### src/hdl/bzt_pkg.sv
// Shared constants, codes, types and helper functions of the buzzer player.
package bzt_pkg;

  // Note memory geometry.
  localparam int NOTE_DEPTH = 64;
  localparam int NOTE_AW    = (NOTE_DEPTH > 1) ? $clog2(NOTE_DEPTH) : 1;
  localparam int NOTE_CW    = $clog2(NOTE_DEPTH + 1);

  // Period scale: wrap = scale / frequency.
  localparam int unsigned TICKS_PER_SECOND_SCALE = 1000000;

  localparam logic [15:0] DUR_ENDLESS  = 16'hFFFF;
  localparam logic [15:0] PERIOD_RESET = 16'd400;
  localparam logic [15:0] TONE_RESET   = 16'd1000;

  // Serial divider geometry.
  localparam int DIV_W   = 32;
  localparam int DIV_CW  = $clog2(DIV_W);
  localparam int DSR_W   = 17;

  // Request codes.
  localparam logic [1:0] REQ_TICK  = 2'd0;
  localparam logic [1:0] REQ_WRITE = 2'd1;
  localparam logic [1:0] REQ_START = 2'd2;

  // Sound modes.
  localparam logic [1:0] MODE_TONE   = 2'd0;
  localparam logic [1:0] MODE_SWEEP  = 2'd1;
  localparam logic [1:0] MODE_MELODY = 2'd2;

  // Quietness codes.
  localparam logic [2:0] SOFT_SHIFT4 = 3'd1;
  localparam logic [2:0] SOFT_SHIFT6 = 3'd2;
  localparam logic [2:0] SOFT_SHIFT7 = 3'd3;
  localparam logic [2:0] SOFT_RING   = 3'd4;
  localparam logic [2:0] SOFT_NONE   = 3'd0;

  // Configuration register indexes.
  localparam logic [2:0] REG_MODE     = 3'd0;
  localparam logic [2:0] REG_TONE     = 3'd1;
  localparam logic [2:0] REG_SW_START = 3'd2;
  localparam logic [2:0] REG_SW_END   = 3'd3;
  localparam logic [2:0] REG_ON       = 3'd4;
  localparam logic [2:0] REG_OFF      = 3'd5;
  localparam logic [2:0] REG_DUR      = 3'd6;
  localparam logic [2:0] REG_COUNT    = 3'd7;

  // Datapath operations issued by the controller.
  typedef enum logic [4:0] {
    OP_NOP, OP_LATCH, OP_WRITE, OP_START, OP_TICK, OP_CPOS_GO, OP_CPOS_GET,
    OP_TONE_DUTY, OP_SWEEP_SET, OP_MUL, OP_F_START, OP_IDIV_GO, OP_IDIV_GET,
    OP_WRAP_ZERO, OP_WDIV_GO, OP_WDIV_GET, OP_MEL_STOP, OP_NOTE_RD,
    OP_NOTE_SKIP, OP_NOTE_GLIDE, OP_NOTE_PLAY, OP_NEXT_GET
  } op_e;

  typedef struct packed {
    logic [1:0]  sound_mode;
    logic [15:0] tone_frequency;
    logic [15:0] sweep_start_freq;
    logic [15:0] sweep_end_freq;
    logic [15:0] on_time_ms;
    logic [15:0] off_time_ms;
    logic [15:0] total_duration_ms;
    logic [6:0]  note_count;
  } cfg_t;

  typedef struct packed {
    op_e  op;
    logic out_load;
  } cmd_t;

  typedef struct packed {
    logic [1:0] req;
    logic [1:0] mode;
    logic       active;
    logic       start_blocked;
    logic       tick_stop;
    logic       sum_zero;
    logic       c_le_on;
    logic       idx_ge_cnt;
    logic       t_gt_len;
    logic       nf_zero;
    logic       glide_ok;
    logic       span_zero;
    logic       f_zero;
    logic       div_done;
  } sts_t;

  typedef struct packed {
    logic        playing;
    logic        wrap_valid;
    logic [15:0] period_wrap;
    logic [14:0] duty_level;
    logic        stopped_now;
  } res_t;

  // Compare level lowered by a note's quietness.
  function automatic logic [14:0] soft_shift(input logic [14:0] d, input logic [2:0] s);
    logic [14:0] r;
    r = d;
    case (s)
      SOFT_SHIFT4: r = d >> 4;
      SOFT_SHIFT6: r = d >> 6;
      SOFT_SHIFT7: r = d >> 7;
      SOFT_RING:   r = d >> 2;
      default:     r = d;
    endcase
    return r;
  endfunction

endpackage

### src/hdl/bzt_if.sv
// Valid/ready channel interfaces for request and result beats.
interface bzt_in_if;
  logic        valid;
  logic        ready;
  logic [1:0]  req_type;
  logic [5:0]  note_slot;
  logic [15:0] note_freq;
  logic [15:0] note_length_ms;
  logic        note_glide;
  logic [2:0]  note_softness;

  modport source (output valid, req_type, note_slot, note_freq, note_length_ms,
                  note_glide, note_softness, input ready);
  modport sink (input valid, req_type, note_slot, note_freq, note_length_ms,
                note_glide, note_softness, output ready);
endinterface

interface bzt_out_if;
  logic        valid;
  logic        ready;
  logic        playing;
  logic        wrap_valid;
  logic [15:0] period_wrap;
  logic [14:0] duty_level;
  logic        stopped_now;

  modport source (output valid, playing, wrap_valid, period_wrap, duty_level,
                  stopped_now, input ready);
  modport sink (input valid, playing, wrap_valid, period_wrap, duty_level,
                stopped_now, output ready);
endinterface

### src/hdl/bzt_div.sv
// Restoring serial divider, one quotient bit per cycle.
module bzt_div (
  input  logic                      clk,
  input  logic                      rst_n,
  input  logic                      start,
  input  logic [bzt_pkg::DIV_W-1:0] dividend,
  input  logic [bzt_pkg::DSR_W-1:0] divisor,
  output logic                      done,
  output logic [bzt_pkg::DIV_W-1:0] quotient,
  output logic [bzt_pkg::DSR_W-1:0] remainder
);
  import bzt_pkg::*;

  logic              busy_r;
  logic              done_r;
  logic [DIV_CW-1:0] cnt_r;
  logic [DIV_W-1:0]  quo_r;
  logic [DSR_W-1:0]  rem_r;
  logic [DSR_W-1:0]  dsr_r;
  logic [DSR_W:0]    rem_sh;
  logic [DSR_W:0]    rem_sub;
  logic              q_bit;

  // Shift in the next dividend bit and try the subtraction.
  always_comb begin
    rem_sh  = {rem_r, quo_r[DIV_W-1]};
    rem_sub = rem_sh - {1'b0, dsr_r};
    q_bit   = (rem_sh >= {1'b0, dsr_r});
  end

  // Control of the iteration.
  always_ff @(posedge clk) begin
    if (!rst_n) begin
      busy_r <= 1'b0;
      done_r <= 1'b0;
      cnt_r  <= '0;
    end else if (start) begin
      busy_r <= 1'b1;
      done_r <= 1'b0;
      cnt_r  <= '0;
    end else if (busy_r) begin
      cnt_r <= cnt_r + 1'b1;
      if (cnt_r == DIV_CW'(DIV_W - 1)) begin
        busy_r <= 1'b0;
        done_r <= 1'b1;
      end
    end
  end

  // Partial remainder and quotient.
  always_ff @(posedge clk) begin
    if (start) begin
      quo_r <= dividend;
      rem_r <= '0;
      dsr_r <= divisor;
    end else if (busy_r) begin
      quo_r <= {quo_r[DIV_W-2:0], q_bit};
      rem_r <= q_bit ? rem_sub[DSR_W-1:0] : rem_sh[DSR_W-1:0];
    end
  end

  assign done      = done_r;
  assign quotient  = quo_r;
  assign remainder = rem_r;

endmodule

### src/hdl/bzt_dp.sv
// Datapath: play state, note memory, interpolation multiplier and divider.
module bzt_dp (
  input  logic            clk,
  input  logic            rst_n,
  input  bzt_pkg::cfg_t   cfg,
  input  bzt_pkg::cmd_t   cmd,
  input  logic [1:0]      in_req,
  input  logic [5:0]      in_slot,
  input  logic [15:0]     in_freq,
  input  logic [15:0]     in_len,
  input  logic            in_glide,
  input  logic [2:0]      in_soft,
  output bzt_pkg::sts_t   sts,
  output bzt_pkg::res_t   res
);
  import bzt_pkg::*;

  // Play state.
  logic [31:0]        elapsed_r;
  logic               active_r;
  logic [15:0]        period_r;

  // Latched item and per-item results.
  logic [1:0]         req_r;
  logic [5:0]         slot_r;
  logic [35:0]        wdata_r;
  logic               wv_r;
  logic [14:0]        duty_r;
  logic               stopped_r;
  logic               duty_en_r;

  // Walk and interpolation registers.
  logic [31:0]        t_r;
  logic [NOTE_CW-1:0] idx_r;
  logic [16:0]        c_r;
  logic [15:0]        ia_r;
  logic [15:0]        ib_r;
  logic [15:0]        pos_r;
  logic [15:0]        span_r;
  logic [15:0]        f_r;
  logic [2:0]         soft_r;
  logic signed [33:0] prod_r;
  logic               neg_r;

  // Note memory.
  logic [35:0]        mem [NOTE_DEPTH];
  logic [35:0]        rd_r;

  logic [31:0]        elapsed_inc;
  logic [16:0]        cyc_sum;
  logic [NOTE_CW-1:0] cnt;
  logic [NOTE_CW-1:0] idx_inc;
  logic [15:0]        rd_freq;
  logic [15:0]        rd_len;
  logic               rd_glide;
  logic [2:0]         rd_soft;
  logic signed [16:0] diff;
  logic [33:0]        prod_abs;
  logic [15:0]        quo16;
  logic               div_start;
  logic [DIV_W-1:0]   div_dividend;
  logic [DSR_W-1:0]   div_divisor;
  logic               div_done;
  logic [DIV_W-1:0]   div_quo;
  logic [DSR_W-1:0]   div_rem;
  logic [NOTE_AW-1:0] rd_addr;
  logic               rd_en;
  logic               wr_ok;

  // Derived values.
  always_comb begin
    elapsed_inc = elapsed_r + 32'd1;
    cyc_sum     = {1'b0, cfg.on_time_ms} + {1'b0, cfg.off_time_ms};
    cnt         = (32'(cfg.note_count) < NOTE_DEPTH) ? NOTE_CW'(cfg.note_count)
                                                      : NOTE_CW'(NOTE_DEPTH);
    idx_inc     = idx_r + NOTE_CW'(1);
    rd_freq     = rd_r[35:20];
    rd_len      = rd_r[19:4];
    rd_glide    = rd_r[3];
    rd_soft     = rd_r[2:0];
    diff        = $signed({1'b0, ib_r}) - $signed({1'b0, ia_r});
    prod_abs    = prod_r[33] ? 34'(-prod_r) : 34'(prod_r);
    quo16       = div_quo[15:0];
    wr_ok       = (32'(slot_r) < NOTE_DEPTH);
    rd_addr     = (cmd.op == OP_NOTE_GLIDE) ? idx_inc[NOTE_AW-1:0] : idx_r[NOTE_AW-1:0];
    rd_en       = (cmd.op == OP_NOTE_RD) || (cmd.op == OP_NOTE_GLIDE);
  end

  // Divider operand selection.
  always_comb begin
    div_start    = 1'b0;
    div_dividend = elapsed_r;
    div_divisor  = cyc_sum;
    unique case (cmd.op)
      OP_CPOS_GO: div_start = (cyc_sum != '0);
      OP_IDIV_GO: begin
        div_start    = 1'b1;
        div_dividend = prod_abs[31:0];
        div_divisor  = {1'b0, span_r};
      end
      OP_WDIV_GO: begin
        div_start    = 1'b1;
        div_dividend = DIV_W'(TICKS_PER_SECOND_SCALE);
        div_divisor  = {1'b0, f_r};
      end
      default: div_start = 1'b0;
    endcase
  end

  bzt_div u_div (
    .clk       (clk),
    .rst_n     (rst_n),
    .start     (div_start),
    .dividend  (div_dividend),
    .divisor   (div_divisor),
    .done      (div_done),
    .quotient  (div_quo),
    .remainder (div_rem)
  );

  // Note memory write and registered read.
  always_ff @(posedge clk) begin
    if (cmd.op == OP_WRITE && wr_ok) begin
      mem[NOTE_AW'(slot_r)] <= wdata_r;
    end
    if (rd_en) begin
      rd_r <= mem[rd_addr];
    end
  end

  // Play state, reset to silence.
  always_ff @(posedge clk) begin
    if (!rst_n) begin
      elapsed_r <= '0;
      active_r  <= 1'b0;
      period_r  <= PERIOD_RESET;
    end else begin
      unique case (cmd.op)
        OP_START: begin
          elapsed_r <= '0;
          active_r  <= (cfg.total_duration_ms != '0);
        end
        OP_TICK: begin
          elapsed_r <= elapsed_inc;
          if (sts.tick_stop) begin
            active_r <= 1'b0;
          end
        end
        OP_MEL_STOP:  active_r <= 1'b0;
        OP_WRAP_ZERO: period_r <= '0;
        OP_WDIV_GET:  period_r <= quo16;
        default:      active_r <= active_r;
      endcase
    end
  end

  // Item registers and working values.
  always_ff @(posedge clk) begin
    unique case (cmd.op)
      OP_LATCH: begin
        req_r     <= in_req;
        slot_r    <= in_slot;
        wdata_r   <= {in_freq, in_len, in_glide, in_soft};
        wv_r      <= 1'b0;
        duty_r    <= '0;
        stopped_r <= 1'b0;
        duty_en_r <= 1'b0;
        soft_r    <= SOFT_NONE;
      end
      OP_START: f_r <= cfg.tone_frequency;
      OP_TICK: begin
        t_r       <= elapsed_inc;
        idx_r     <= '0;
        duty_en_r <= 1'b1;
        stopped_r <= sts.tick_stop;
      end
      OP_CPOS_GO:   c_r <= '0;
      OP_CPOS_GET:  c_r <= div_rem;
      OP_TONE_DUTY: duty_r <= period_r[15:1];
      OP_SWEEP_SET: begin
        ia_r   <= cfg.sweep_start_freq;
        ib_r   <= cfg.sweep_end_freq;
        pos_r  <= c_r[15:0];
        span_r <= cfg.on_time_ms;
      end
      OP_MUL:       prod_r <= diff * $signed({1'b0, pos_r});
      OP_F_START:   f_r <= ia_r;
      OP_IDIV_GO:   neg_r <= prod_r[33];
      OP_IDIV_GET:  f_r <= neg_r ? (ia_r - quo16) : (ia_r + quo16);
      OP_WRAP_ZERO: begin
        wv_r   <= 1'b1;
        duty_r <= '0;
      end
      OP_WDIV_GET: begin
        wv_r   <= 1'b1;
        duty_r <= duty_en_r ? soft_shift(quo16[15:1], soft_r) : 15'd0;
      end
      OP_MEL_STOP:  stopped_r <= 1'b1;
      OP_NOTE_SKIP: begin
        t_r   <= t_r - 32'(rd_len);
        idx_r <= idx_inc;
      end
      OP_NOTE_GLIDE: begin
        ia_r   <= rd_freq;
        pos_r  <= t_r[15:0];
        span_r <= rd_len;
        soft_r <= rd_soft;
      end
      OP_NOTE_PLAY: begin
        f_r    <= rd_freq;
        soft_r <= rd_soft;
      end
      OP_NEXT_GET:  ib_r <= rd_freq;
      default:      neg_r <= neg_r;
    endcase
  end

  // Status toward the controller.
  always_comb begin
    sts.req           = req_r;
    sts.mode          = cfg.sound_mode;
    sts.active        = active_r;
    sts.start_blocked = (cfg.sound_mode == MODE_TONE || cfg.sound_mode == MODE_SWEEP)
                        && (cfg.on_time_ms == '0);
    sts.tick_stop     = (cfg.total_duration_ms != DUR_ENDLESS)
                        && (elapsed_inc > 32'(cfg.total_duration_ms));
    sts.sum_zero      = (cyc_sum == '0);
    sts.c_le_on       = (c_r <= {1'b0, cfg.on_time_ms});
    sts.idx_ge_cnt    = (idx_r >= cnt);
    sts.t_gt_len      = (t_r > 32'(rd_len));
    sts.nf_zero       = (rd_freq == '0);
    sts.glide_ok      = rd_glide && (idx_inc < cnt);
    sts.span_zero     = (span_r == '0);
    sts.f_zero        = (f_r == '0);
    sts.div_done      = div_done;
  end

  // Result of the item.
  always_comb begin
    res.playing     = active_r;
    res.wrap_valid  = wv_r;
    res.period_wrap = period_r;
    res.duty_level  = duty_r;
    res.stopped_now = stopped_r;
  end

endmodule

### src/hdl/bzt_ctrl.sv
// Controller state machine sequencing the datapath for one item at a time.
module bzt_ctrl (
  input  logic          clk,
  input  logic          rst_n,
  input  logic          in_valid,
  input  logic          out_free,
  input  bzt_pkg::sts_t sts,
  output logic          in_ready,
  output bzt_pkg::cmd_t cmd
);
  import bzt_pkg::*;

  typedef enum logic [13:0] {
    ST_IDLE     = 14'b00000000000001,
    ST_DECODE   = 14'b00000000000010,
    ST_CPOS     = 14'b00000000000100,
    ST_CWAIT    = 14'b00000000001000,
    ST_POS      = 14'b00000000010000,
    ST_NOTE_RD  = 14'b00000000100000,
    ST_NOTE_CHK = 14'b00000001000000,
    ST_NEXT     = 14'b00000010000000,
    ST_MUL      = 14'b00000100000000,
    ST_IDIV     = 14'b00001000000000,
    ST_IWAIT    = 14'b00010000000000,
    ST_WRAP     = 14'b00100000000000,
    ST_WWAIT    = 14'b01000000000000,
    ST_DONE     = 14'b10000000000000
  } state_t;

  state_t state_r, state_nxt;

  always_ff @(posedge clk) begin
    if (!rst_n) begin
      state_r <= ST_IDLE;
    end else begin
      state_r <= state_nxt;
    end
  end

  // Next state and datapath command.
  always_comb begin
    state_nxt    = state_r;
    cmd.op       = OP_NOP;
    cmd.out_load = 1'b0;
    in_ready     = 1'b0;
    unique case (state_r)
      ST_IDLE: begin
        in_ready = 1'b1;
        if (in_valid) begin
          cmd.op    = OP_LATCH;
          state_nxt = ST_DECODE;
        end
      end
      ST_DECODE: begin
        state_nxt = ST_DONE;
        priority if (sts.req == REQ_WRITE) begin
          cmd.op = OP_WRITE;
        end else if (sts.req == REQ_START) begin
          if (!sts.start_blocked) begin
            cmd.op = OP_START;
            if (sts.mode == MODE_TONE) begin
              state_nxt = ST_WRAP;
            end
          end
        end else if (sts.req == REQ_TICK && sts.active) begin
          cmd.op = OP_TICK;
          priority if (sts.tick_stop) begin
            state_nxt = ST_DONE;
          end else if (sts.mode == MODE_TONE || sts.mode == MODE_SWEEP) begin
            state_nxt = ST_CPOS;
          end else if (sts.mode == MODE_MELODY) begin
            state_nxt = ST_NOTE_RD;
          end else begin
            state_nxt = ST_DONE;
          end
        end else begin
          state_nxt = ST_DONE;
        end
      end
      ST_CPOS: begin
        cmd.op    = OP_CPOS_GO;
        state_nxt = sts.sum_zero ? ST_POS : ST_CWAIT;
      end
      ST_CWAIT: begin
        if (sts.div_done) begin
          cmd.op    = OP_CPOS_GET;
          state_nxt = ST_POS;
        end
      end
      ST_POS: begin
        state_nxt = ST_DONE;
        if (sts.c_le_on) begin
          if (sts.mode == MODE_TONE) begin
            cmd.op = OP_TONE_DUTY;
          end else begin
            cmd.op    = OP_SWEEP_SET;
            state_nxt = ST_MUL;
          end
        end
      end
      ST_NOTE_RD: begin
        if (sts.idx_ge_cnt) begin
          cmd.op    = OP_MEL_STOP;
          state_nxt = ST_DONE;
        end else begin
          cmd.op    = OP_NOTE_RD;
          state_nxt = ST_NOTE_CHK;
        end
      end
      ST_NOTE_CHK: begin
        priority if (sts.t_gt_len) begin
          cmd.op    = OP_NOTE_SKIP;
          state_nxt = ST_NOTE_RD;
        end else if (sts.nf_zero) begin
          state_nxt = ST_DONE;
        end else if (sts.glide_ok) begin
          cmd.op    = OP_NOTE_GLIDE;
          state_nxt = ST_NEXT;
        end else begin
          cmd.op    = OP_NOTE_PLAY;
          state_nxt = ST_WRAP;
        end
      end
      ST_NEXT: begin
        cmd.op    = OP_NEXT_GET;
        state_nxt = ST_MUL;
      end
      ST_MUL: begin
        cmd.op    = OP_MUL;
        state_nxt = ST_IDIV;
      end
      ST_IDIV: begin
        if (sts.span_zero) begin
          cmd.op    = OP_F_START;
          state_nxt = ST_WRAP;
        end else begin
          cmd.op    = OP_IDIV_GO;
          state_nxt = ST_IWAIT;
        end
      end
      ST_IWAIT: begin
        if (sts.div_done) begin
          cmd.op    = OP_IDIV_GET;
          state_nxt = ST_WRAP;
        end
      end
      ST_WRAP: begin
        if (sts.f_zero) begin
          cmd.op    = OP_WRAP_ZERO;
          state_nxt = ST_DONE;
        end else begin
          cmd.op    = OP_WDIV_GO;
          state_nxt = ST_WWAIT;
        end
      end
      ST_WWAIT: begin
        if (sts.div_done) begin
          cmd.op    = OP_WDIV_GET;
          state_nxt = ST_DONE;
        end
      end
      ST_DONE: begin
        if (out_free) begin
          cmd.out_load = 1'b1;
          state_nxt    = ST_IDLE;
        end
      end
      default: state_nxt = ST_IDLE;
    endcase
  end

endmodule

### src/hdl/buzzer_tone_sweep_melody_player.sv
// Top level of the buzzer player: register port, controller, datapath, result register.
//
//   channel   direction  handshake                  beat contents
//   in_ch     in         valid/ready                request, note slot and note fields
//   out_ch    out        valid/ready                playing, wrap, level, stop flag
//   cfg_*     in         APB write/read, pready=1   eight mode and timing registers
//
// One beat at a time: a request is taken only in the idle state. Writes, non-tone starts and
// idle or stopping ticks end after decode; a tone start divides for the wrap, a tone tick for
// its place in the on/off period, and a sweep tick may also interpolate and divide for the wrap.
// A melody tick reads notes in turn, a glide also interpolates; each division waits on the divider.
// Reset (rst_n low at a clock edge) clears play state; the note memory is not cleared.
// A waiting result beat holds the next finished beat in the controller, stalling input.
module buzzer_tone_sweep_melody_player (
  input  logic        clk,
  input  logic        rst_n,
  bzt_in_if.sink      in_ch,
  bzt_out_if.source   out_ch,
  input  logic        cfg_psel,
  input  logic        cfg_penable,
  input  logic        cfg_pwrite,
  input  logic [4:0]  cfg_paddr,
  input  logic [31:0] cfg_pwdata,
  output logic [31:0] cfg_prdata,
  output logic        cfg_pready
);
  import bzt_pkg::*;

  cfg_t cfg_r;
  cmd_t cmd;
  sts_t sts;
  res_t res;
  res_t out_res_r;
  logic out_valid_r;
  logic in_ready;
  logic out_free;
  logic cfg_wr;
  logic [2:0] cfg_idx;

  assign cfg_pready = 1'b1;
  assign cfg_wr     = cfg_psel && cfg_penable && cfg_pwrite;
  assign cfg_idx    = cfg_paddr[4:2];

  // Configuration registers.
  always_ff @(posedge clk) begin
    if (!rst_n) begin
      cfg_r.sound_mode        <= MODE_TONE;
      cfg_r.tone_frequency    <= TONE_RESET;
      cfg_r.sweep_start_freq  <= '0;
      cfg_r.sweep_end_freq    <= '0;
      cfg_r.on_time_ms        <= '0;
      cfg_r.off_time_ms       <= '0;
      cfg_r.total_duration_ms <= '0;
      cfg_r.note_count        <= '0;
    end else if (cfg_wr) begin
      unique case (cfg_idx)
        REG_MODE:     cfg_r.sound_mode        <= cfg_pwdata[1:0];
        REG_TONE:     cfg_r.tone_frequency    <= cfg_pwdata[15:0];
        REG_SW_START: cfg_r.sweep_start_freq  <= cfg_pwdata[15:0];
        REG_SW_END:   cfg_r.sweep_end_freq    <= cfg_pwdata[15:0];
        REG_ON:       cfg_r.on_time_ms        <= cfg_pwdata[15:0];
        REG_OFF:      cfg_r.off_time_ms       <= cfg_pwdata[15:0];
        REG_DUR:      cfg_r.total_duration_ms <= cfg_pwdata[15:0];
        REG_COUNT:    cfg_r.note_count        <= cfg_pwdata[6:0];
        default:      cfg_r.note_count        <= cfg_r.note_count;
      endcase
    end
  end

  // Register read back.
  always_comb begin
    unique case (cfg_idx)
      REG_MODE:     cfg_prdata = 32'(cfg_r.sound_mode);
      REG_TONE:     cfg_prdata = 32'(cfg_r.tone_frequency);
      REG_SW_START: cfg_prdata = 32'(cfg_r.sweep_start_freq);
      REG_SW_END:   cfg_prdata = 32'(cfg_r.sweep_end_freq);
      REG_ON:       cfg_prdata = 32'(cfg_r.on_time_ms);
      REG_OFF:      cfg_prdata = 32'(cfg_r.off_time_ms);
      REG_DUR:      cfg_prdata = 32'(cfg_r.total_duration_ms);
      REG_COUNT:    cfg_prdata = 32'(cfg_r.note_count);
      default:      cfg_prdata = '0;
    endcase
  end

  assign out_free    = !out_valid_r || out_ch.ready;
  assign in_ch.ready = in_ready;

  bzt_ctrl u_ctrl (
    .clk      (clk),
    .rst_n    (rst_n),
    .in_valid (in_ch.valid),
    .out_free (out_free),
    .sts      (sts),
    .in_ready (in_ready),
    .cmd      (cmd)
  );

  bzt_dp u_dp (
    .clk      (clk),
    .rst_n    (rst_n),
    .cfg      (cfg_r),
    .cmd      (cmd),
    .in_req   (in_ch.req_type),
    .in_slot  (in_ch.note_slot),
    .in_freq  (in_ch.note_freq),
    .in_len   (in_ch.note_length_ms),
    .in_glide (in_ch.note_glide),
    .in_soft  (in_ch.note_softness),
    .sts      (sts),
    .res      (res)
  );

  // Result register toward the output channel.
  always_ff @(posedge clk) begin
    if (!rst_n) begin
      out_valid_r <= 1'b0;
    end else if (cmd.out_load) begin
      out_valid_r <= 1'b1;
    end else if (out_ch.ready) begin
      out_valid_r <= 1'b0;
    end
  end

  always_ff @(posedge clk) begin
    if (cmd.out_load) begin
      out_res_r <= res;
    end
  end

  assign out_ch.valid       = out_valid_r;
  assign out_ch.playing     = out_res_r.playing;
  assign out_ch.wrap_valid  = out_res_r.wrap_valid;
  assign out_ch.period_wrap = out_res_r.period_wrap;
  assign out_ch.duty_level  = out_res_r.duty_level;
  assign out_ch.stopped_now = out_res_r.stopped_now;

endmodule

### src/flat_wrapper.sv
// flat-port wrapper written by rule: the top's interface ports become plain ports
module buzzer_tone_sweep_melody_player_flat import bzt_pkg::*;
  (clk, rst_n, cfg_psel, cfg_penable, cfg_pwrite, cfg_paddr, cfg_pwdata, cfg_prdata, cfg_pready, in_ch_valid, in_ch_req_type, in_ch_note_slot, in_ch_note_freq, in_ch_note_length_ms, in_ch_note_glide, in_ch_note_softness, in_ch_ready, out_ch_valid, out_ch_playing, out_ch_wrap_valid, out_ch_period_wrap, out_ch_duty_level, out_ch_stopped_now, out_ch_ready);
  bzt_in_if in_ch_i ();
  bzt_out_if out_ch_i ();
  input  logic clk;
  input  logic rst_n;
  input  logic cfg_psel;
  input  logic cfg_penable;
  input  logic cfg_pwrite;
  input  logic [4:0] cfg_paddr;
  input  logic [31:0] cfg_pwdata;
  output logic [31:0] cfg_prdata;
  output logic cfg_pready;
  input wire logic [$bits(in_ch_i.valid)-1:0] in_ch_valid;
  input wire logic [$bits(in_ch_i.req_type)-1:0] in_ch_req_type;
  input wire logic [$bits(in_ch_i.note_slot)-1:0] in_ch_note_slot;
  input wire logic [$bits(in_ch_i.note_freq)-1:0] in_ch_note_freq;
  input wire logic [$bits(in_ch_i.note_length_ms)-1:0] in_ch_note_length_ms;
  input wire logic [$bits(in_ch_i.note_glide)-1:0] in_ch_note_glide;
  input wire logic [$bits(in_ch_i.note_softness)-1:0] in_ch_note_softness;
  output wire logic [$bits(in_ch_i.ready)-1:0] in_ch_ready;
  output wire logic [$bits(out_ch_i.valid)-1:0] out_ch_valid;
  output wire logic [$bits(out_ch_i.playing)-1:0] out_ch_playing;
  output wire logic [$bits(out_ch_i.wrap_valid)-1:0] out_ch_wrap_valid;
  output wire logic [$bits(out_ch_i.period_wrap)-1:0] out_ch_period_wrap;
  output wire logic [$bits(out_ch_i.duty_level)-1:0] out_ch_duty_level;
  output wire logic [$bits(out_ch_i.stopped_now)-1:0] out_ch_stopped_now;
  input wire logic [$bits(out_ch_i.ready)-1:0] out_ch_ready;
  assign in_ch_i.valid = in_ch_valid;
  assign in_ch_i.req_type = in_ch_req_type;
  assign in_ch_i.note_slot = in_ch_note_slot;
  assign in_ch_i.note_freq = in_ch_note_freq;
  assign in_ch_i.note_length_ms = in_ch_note_length_ms;
  assign in_ch_i.note_glide = in_ch_note_glide;
  assign in_ch_i.note_softness = in_ch_note_softness;
  assign in_ch_ready = in_ch_i.ready;
  assign out_ch_valid = out_ch_i.valid;
  assign out_ch_playing = out_ch_i.playing;
  assign out_ch_wrap_valid = out_ch_i.wrap_valid;
  assign out_ch_period_wrap = out_ch_i.period_wrap;
  assign out_ch_duty_level = out_ch_i.duty_level;
  assign out_ch_stopped_now = out_ch_i.stopped_now;
  assign out_ch_i.ready = out_ch_ready;
  buzzer_tone_sweep_melody_player u_core (.clk(clk), .rst_n(rst_n), .in_ch(in_ch_i), .out_ch(out_ch_i), .cfg_psel(cfg_psel), .cfg_penable(cfg_penable), .cfg_pwrite(cfg_pwrite), .cfg_paddr(cfg_paddr), .cfg_pwdata(cfg_pwdata), .cfg_prdata(cfg_prdata), .cfg_pready(cfg_pready));
endmodule
### config.mk
export PLATFORM = sky130hd
export DESIGN_NAME = buzzer_tone_sweep_melody_player_flat
export DESIGN_NICKNAME = d
export VERILOG_FILES = /design/src/hdl/bzt_pkg.sv /design/src/hdl/bzt_if.sv /design/src/hdl/bzt_div.sv /design/src/hdl/bzt_dp.sv /design/src/hdl/bzt_ctrl.sv /design/src/hdl/buzzer_tone_sweep_melody_player.sv /design/src/flat_wrapper.sv
export SDC_FILE = /design/constraint.sdc
export NUM_CORES = 2
export LEC_CHECK = 0
export ABC_AREA = 0
export BUFFER_PORTS_ARGS = -buffer_cell sky130_fd_sc_hd__buf_2
export CAP_MARGIN = 20
export CORE_MARGIN = 1
export CORE_UTILIZATION = 40
export DETAILED_ROUTE_END_ITERATION = 16
export PLACE_DENSITY = 0.54
export SETUP_SLACK_MARGIN = 0.15
export SYNTH_ARGS = -nofsm -noshare
export SYNTH_HDL_FRONTEND = slang
export SYNTH_SLANG_ARGS = --single-unit
export TNS_END_PERCENT = 5
### constraint.sdc
create_clock -name clk -period 11.45 [get_ports clk]
set_input_delay 1.7175 -clock clk [delete_from_list [all_inputs] [get_ports clk]]
set_output_delay 1.7175 -clock clk [all_outputs]
set_load 0.005 [all_outputs]
[Yosys cells after proc, flatten, opt, wreduce, memory -nomap -nowiden]
Memory sizes are Yosys's and may differ from the RTL's. A register that Yosys moved wholly into a read port is not among the register bits.
Cells that the tools add are included.
Operators by class
  add/sub/neg operators: 10
  $mul: 1
  $lt $le $gt $ge: 7
  equal/unequal tests: 58
  multiplexer cells: 80
  bitwise operators: 1
  reductions and logical operators: 51
Operators by type and width (number)
  $mux 14: 19
  $pmux 32 s8: 1
  $pmux 14 s14: 1
  $pmux 32 s2: 3
  $pmux 16 s2: 5
  $mux 32: 3
  $pmux 17 s2: 2
  $pmux 5 s13: 1
  $gt 32x16->1: 2
  $logic_not 16->1: 4
  $pmux 16 s4: 1
  $pmux 15 s4: 1
  $pmux 15 s3: 1
  $eq 5x4->1 const B: 8
  $eq 5x5->1 const B: 7
  $mul 17x17->34: 1
  $add 32x1->32 const B: 1
  $neg 32->32: 1
  $sub 32x16->32: 1
  $mux 5: 5
  $mux 12: 2
  $reduce_bool 2->1: 11
  $eq 5x3->1 const B: 4
  $reduce_and 2->1: 10
  62 further kinds: 113
Storage, ports and cells
  register bits: 512
  bits in writable memories: 2304
  logic and storage cells: 251
  memories: 1
Memory list
  u_core.u_dp.mem: words 64, width 36, rd ports 1, clocked after memory_dff 1, write ports 1, RTL line bzt_dp.sv:46  | logic [35:0] mem [NOTE_DEPTH];

[Longest topological paths before layout]
  word-level depth: 12
  mapped depth: 39
  gate-level depth less buffers: 38

[Cells and area by module]
A second synthesis with hierarchy kept.
Unflattened totals
  cells, all modules: 8772
  area, all modules: 129334.0 µm²
Modules (own cells, without submodules)
  bzt_dp: instances 1, cells an instance 7667, area each 118404.8 µm²
  buzzer_tone_sweep_melody_player: instances 1, cells an instance 593, area each 5700.5 µm²
  bzt_div: instances 1, cells an instance 340, area each 3903.7 µm²
  bzt_ctrl: instances 1, cells an instance 172, area each 1325.0 µm²

[Worst setup path before layout]
No wires, ideal clock.
  path type: register to register
  start: register u_core.u_dp.ia_r[1]
  end: register u_core.u_dp.prod_r[33], data pin
  setup time: 264 ps
  arrival: 8126 ps
  path slack: 3060 ps
  stages on the path, launching flop included: 38
  path buffers: 1
  period minus slack after synthesis: 8390 ps
  path through: edfxtp_1 > inv_1 > ha_1 > nor2b_1 > o21ai_0 > a21boi_0 > o21ai_0 > a21boi_0 > o21ai_0 > a21o_1 > a21o_1 > o2111ai_1 > a21oi_1 > xnor2_1 > clkbuf_1 > nand2_1 > fa_1 > fa_1 > [2 not listed] > fa_1 > fa_1 > inv_1 > fa_1 > inv_1 > ha_1 > a21o_1 > a21o_1 > a21o_1 > a21o_1 > a21oi_1 > o31ai_1 > nand4_1 > nand4b_1 > a21bo_2 > a21o_1 > a211oi_1 > xnor2_1
On the way
  cells in the longest elaborated chain, start to end: 2
RTL lines
  start, declared: RTL line bzt_dp.sv:36  | logic [15:0] ia_r;
  start signal, assigned: RTL line bzt_dp.sv:181  | ia_r <= cfg.sweep_start_freq;
  start signal, assigned: RTL line bzt_dp.sv:204  | ia_r <= rd_freq;
  $sub 16x16->17: RTL line bzt_dp.sv:81  | diff = $signed({1'b0, ib_r}) - $signed({1'b0, ia_r});
  $mul 17x17->34: RTL line bzt_dp.sv:186  | OP_MUL: prod_r <= diff * $signed({1'b0, pos_r});
  end signal, assigned: RTL line bzt_dp.sv:186
  end, declared: RTL line bzt_dp.sv:42  | logic signed [33:0] prod_r;
No other way between the ends.
A chain may end at the register's enable or synchronous reset.

[Final worst setup path]
  start: register u_core.u_dp.ia_r[0]
  end: register u_core.u_dp.prod_r[33], data pin
Same word-level chain as after synthesis.

==> summary.txt <==
Power
  • Clock power share: 44.7%
  • Power density cells: 149 nW/um2
  • Sw frac: 21.1%
  • Sequential power share: 53.0%
  • VDD IR-drop max: 0.000144 V
  • Pint: 0.0171 W
  • Power, Total: 0.0217 W
  • LEAKAGE: 50.3 nW
  • Switching power: 0.00458 W
  • Combinational share of power: 2.4%

Logic synthesis
  • Synth warn: 0
  • Mapped Area: 130,000 um2
  • EDFF count, synth: 2,658
  • Register area share after synthesis: 64.4%
  • Average instance area after synthesis: 12.8 um2
  • Library cells used by synthesis: 92
  • Post-Synthesis Cells: 10,200
  • Yosys reg bits: 2,851
  • Ys flop type: edfxtp_1
  • Synth async-reset ratio: 0%

GRT
  • Overall routing resource usage: 26.3%
  • Total grt overflow: 0
  • Initial antenna violation count: 37
  • Largest net degree at the start of global routing: 134
  • Vias in the first global route: 85,400
  • Global-route wire length before repair: 617 mm

CTS
  • Total CTS buffers: 310
  • Clock Path Buffers: 4
  • Post-CTS Resized: 0
  • H-tree depth: 5
  • Postcts setup bufs: 0
  • CTS root buffer: clkbuf_16
  • Clock Latency Late Sink: 0.89 ns
  • Clock slew at reported path FFs: 0.06 ns
  • CTS tree: done
  • Hold_buf cts: 0
  • Clk sinks: 2,851

Layout
  • Area grow syn2layout: 12.5%
  • Commonest non-fill, non-tap cells in the layout: 2,658 x edfxtp_1, 1,606 x nand2_1, 658 x a21oi_1, 470 x inv_1, 385 x mux2i_1
  • Final Cell Area: 146,000 um2
  • Commonest non-fill, non-tap cell in the layout: edfxtp_1
  • Fillers: 29,100
  • Share of cells above drive strength 1: 9.91%
  • Nets: 10,900
  • Finished Layout Cells: 14,800

Critical path
  • Required @ worst endpoint: 12.04 ns
  • Top cell by count, worst path: a21o_1
  • CP Launch Type: flip-flop
  • Crit end category: flip-flop
  • Worst Setup Path Type: reg -> reg
  • Reg-to-reg startpoint: u_core.u_dp.ia_r[0]$_DFFE_PP_
  • Max incr delay on CP: 0.67 ns
  • Worst path arrival time: 10.26 ns
  • Worst Reg2Reg Path Length in Cells: 37
  • Critical R2R Capture: u_core.u_dp.prod_r[33]$_DFFE_PN_
  • Critical path peak fanout: 16
  • Reg2reg setup slack: 1.79 ns
  • Crit-path slowest cell: o31a_1

Detailed routing
  • Top Layer Used: met5
  • Drt wl/cell: 29.5 um
  • Drt drc: 0
  • Metal-1 WL: 177 mm
  • ANT nets after route: 0
  • Pre-antenna DRT Iters: 6
  • DR vias/cell: 5.91
  • DR WL met2: 203 mm
  • WL met3: 36.2 mm
  • Iteration-0 DRC count of the detailed router: 10,900
  • Via count: 87,800
  • Post-Route WL: 438 mm

Outcome
  • Outcome: finished clean

STA
  • Post-layout min period: 9.66 ns
  • RSZ-0062 raised after global routing: false
  • Post-route worst setup slack: 1.79 ns
  • Final setup fails: 0
  • Max Slew Vio Count: 0
  • Max Fclk: 0.103 GHz
  • Final Hold Viols: 0
  • Least-Margin Pin Slew: 1.24 ns
  • Final TNS setup: 0 ns
  • Period utilization: 84.4%
  • Clock Skews: 0.0876 ns
  • Slew HR: 16.5%

Placed design
  • DP Worst Slack: 1.84 ns
  • DP HPWL: 266 mm
  • RD Place Congestion: 0.906
  • Port bufs: 121
  • Post-DP Area: 136,000 um2
  • Placed cell count: 14,300

Hold path
  • Min-delay src: u_core.u_dp.duty_r[2]$_DFFE_PP_
  • WHS Path Cells: 0
  • Worst Hold Class: reg -> reg
  • Hold-critical path endpoint: u_core.out_ch.duty_level[2]$_DFFE_PP_

Floorplan
  • Die X: 572 um
  • Core region area: 322,000 um2
  • DIE AREA: 327,000 um2
  • Cell Rows: 208
  • Die Y: 572 um
  • I/O pin cnt: 157
  • Initial core utilization: 40.3%

Job
  • Max-cap viol count: 0
-- worst max-delay path, delay by kind of cell, from the launching register on --
kind | cells | cell delay, ns
simple gates | 6 | 1.00
flops | 1 | 0.42
buf+inv | 4 | 0.24
xor+xnor | 1 | 0.11
compound gates | 17 | 3.77
fa+ha+maj | 9 | 3.83
-- kinds of logic (layout without fill, tap and decap cells) --
kind of cell	count (synthesis)	after routing	synth area share, %
adders and majority gates	503	503	6.49
muxes	439	439	3.49
xor gates and xnor gates	203	203	1.38
AOI/OAI and AO/OA	2068	2068	10.2
other	2	31	0.00578
DFF	2851	2851	64.4
and+or+nand+nor	3014	3014	10.5
buffers and inverters	1095	1434	3.56
-- Yosys cell counts, drive strengths merged (21+ instances only) --
cell	number	share of area, %
a211oi	58	0.34
a21o	55	0.32
a21oi	661	2.5
a22o	37	0.25
a22oi	92	0.53
a311oi	22	0.15
a31oi	85	0.41
and2	155	0.75
and3	67	0.32
buf	265	1.2
clkbuf	357	1.0
dfxtp	193	3.0
edfxtp	2658	61
fa	284	4.4
ha	219	2.1
inv	472	1.4
mux2	48	0.42
mux2i	385	3.0
nand2	1619	4.7
nand2b	37	0.18
nand3	174	0.67
nand4	50	0.25
nor2	382	1.1
nor2b	68	0.33
nor3	193	0.76
nor4	166	0.82
o21a	25	0.14
o21ai	247	0.97
o221ai	138	0.93
o22ai	381	1.8
o311ai	28	0.19
o31ai	40	0.23
or3	27	0.13
or4	21	0.12
xnor2	135	0.91
xor2	68	0.47
-- cell type report --
class | instances | area [um2] | share of cell area, %
Inverter | 473 | 1780 | 1.22
Sequential cell | 2851 | 83700 | 57.2
Clock buffer | 395 | 8390 | 5.74
Tap cell | 4305 | 5390 | 3.69
Multi-Input combinational cell | 6244 | 42600 | 29.1
Timing Repair Buffer | 418 | 3110 | 2.13
Antenna cell | 14 | 35.0 | 0.0240
Clock inverter | 148 | 1200 | 0.818
-- layer usage --
metal,vias to the layer above,GRT usage (%)
met5,-,0
met4,8,12.1
met3,815,3.81
met2,4209,42.2
met1,44700,35.2
li1,38000,-
-- registers in the layout (all words and copies together) (netlist names), 16 cells and up --
signal                       flops
u_core.u_dp.t_r                 32
u_core.u_dp.f_r                 16
u_core.u_dp.pos_r               16
u_core.u_dp.u_div.remainder     17
u_core.u_dp.prod_r              33
u_core.u_dp.c_r                 17
u_core.u_dp.wdata_r             36
u_core.out_ch.period_wrap       16
u_core.u_dp.period_r            16
u_core.u_dp.elapsed_r           32
u_core.u_dp.span_r              16
u_core.u_dp.u_div.dsr_r         17
u_core.u_dp.mem               2304
u_core.u_dp.rd_r                36
u_core.u_dp.ia_r                16
u_core.u_dp.u_div.quotient      32
u_core.u_dp.ib_r                16
u_core.cfg_r                   105
-- metrics by stage --
| step | util (%) | hold slack (ns) |
|---|---|---|
| after floorplan | - | 0.400 |
| after global placement | 42.3 | 0.404 |
| after detailed placement | 42.4 | 0.408 |
| after CTS | 45.3 | 0.422 |
| after global routing | 45.4 | 0.427 |
| final | 45.4 | 0.421 |
-- how the worst max path moves through the flow --
stage,to,from,cells past startpoint,slack [ns]
3_3_place_gp,u_core.u_dp.prod_r[33]$_DFFE_PN_,u_core.u_dp.ia_r[0]$_DFFE_PP_,36,1.85
5_1_grt,u_core.u_dp.prod_r[33]$_DFFE_PN_,u_core.u_dp.ia_r[0]$_DFFE_PP_,36,1.32
2_1_floorplan,u_core.u_dp.prod_r[33]$_DFFE_PN_,u_core.u_dp.ia_r[1]$_DFFE_PP_,37,3.06
4_1_cts,u_core.u_dp.prod_r[33]$_DFFE_PN_,u_core.u_dp.ia_r[0]$_DFFE_PP_,36,1.82
3_5_place_dp,u_core.u_dp.prod_r[33]$_DFFE_PN_,u_core.u_dp.ia_r[0]$_DFFE_PP_,36,1.84
6_report,u_core.u_dp.prod_r[33]$_DFFE_PN_,u_core.u_dp.ia_r[0]$_DFFE_PP_,37,1.79
-- power groups by stage --
stage	logic, W	registers [W]	clock network, W
finish	0.000512	0.0115	0.00970
global route	0.000541	0.0115	0.0102
CTS	0.000506	0.0115	0.00981
global placement	0.000489	0.0117	0
detailed placement	0.000505	0.0117	0
floorplan	0.000171	0.0118	0
No activity file was read; power rests on OpenSTA's default activity.
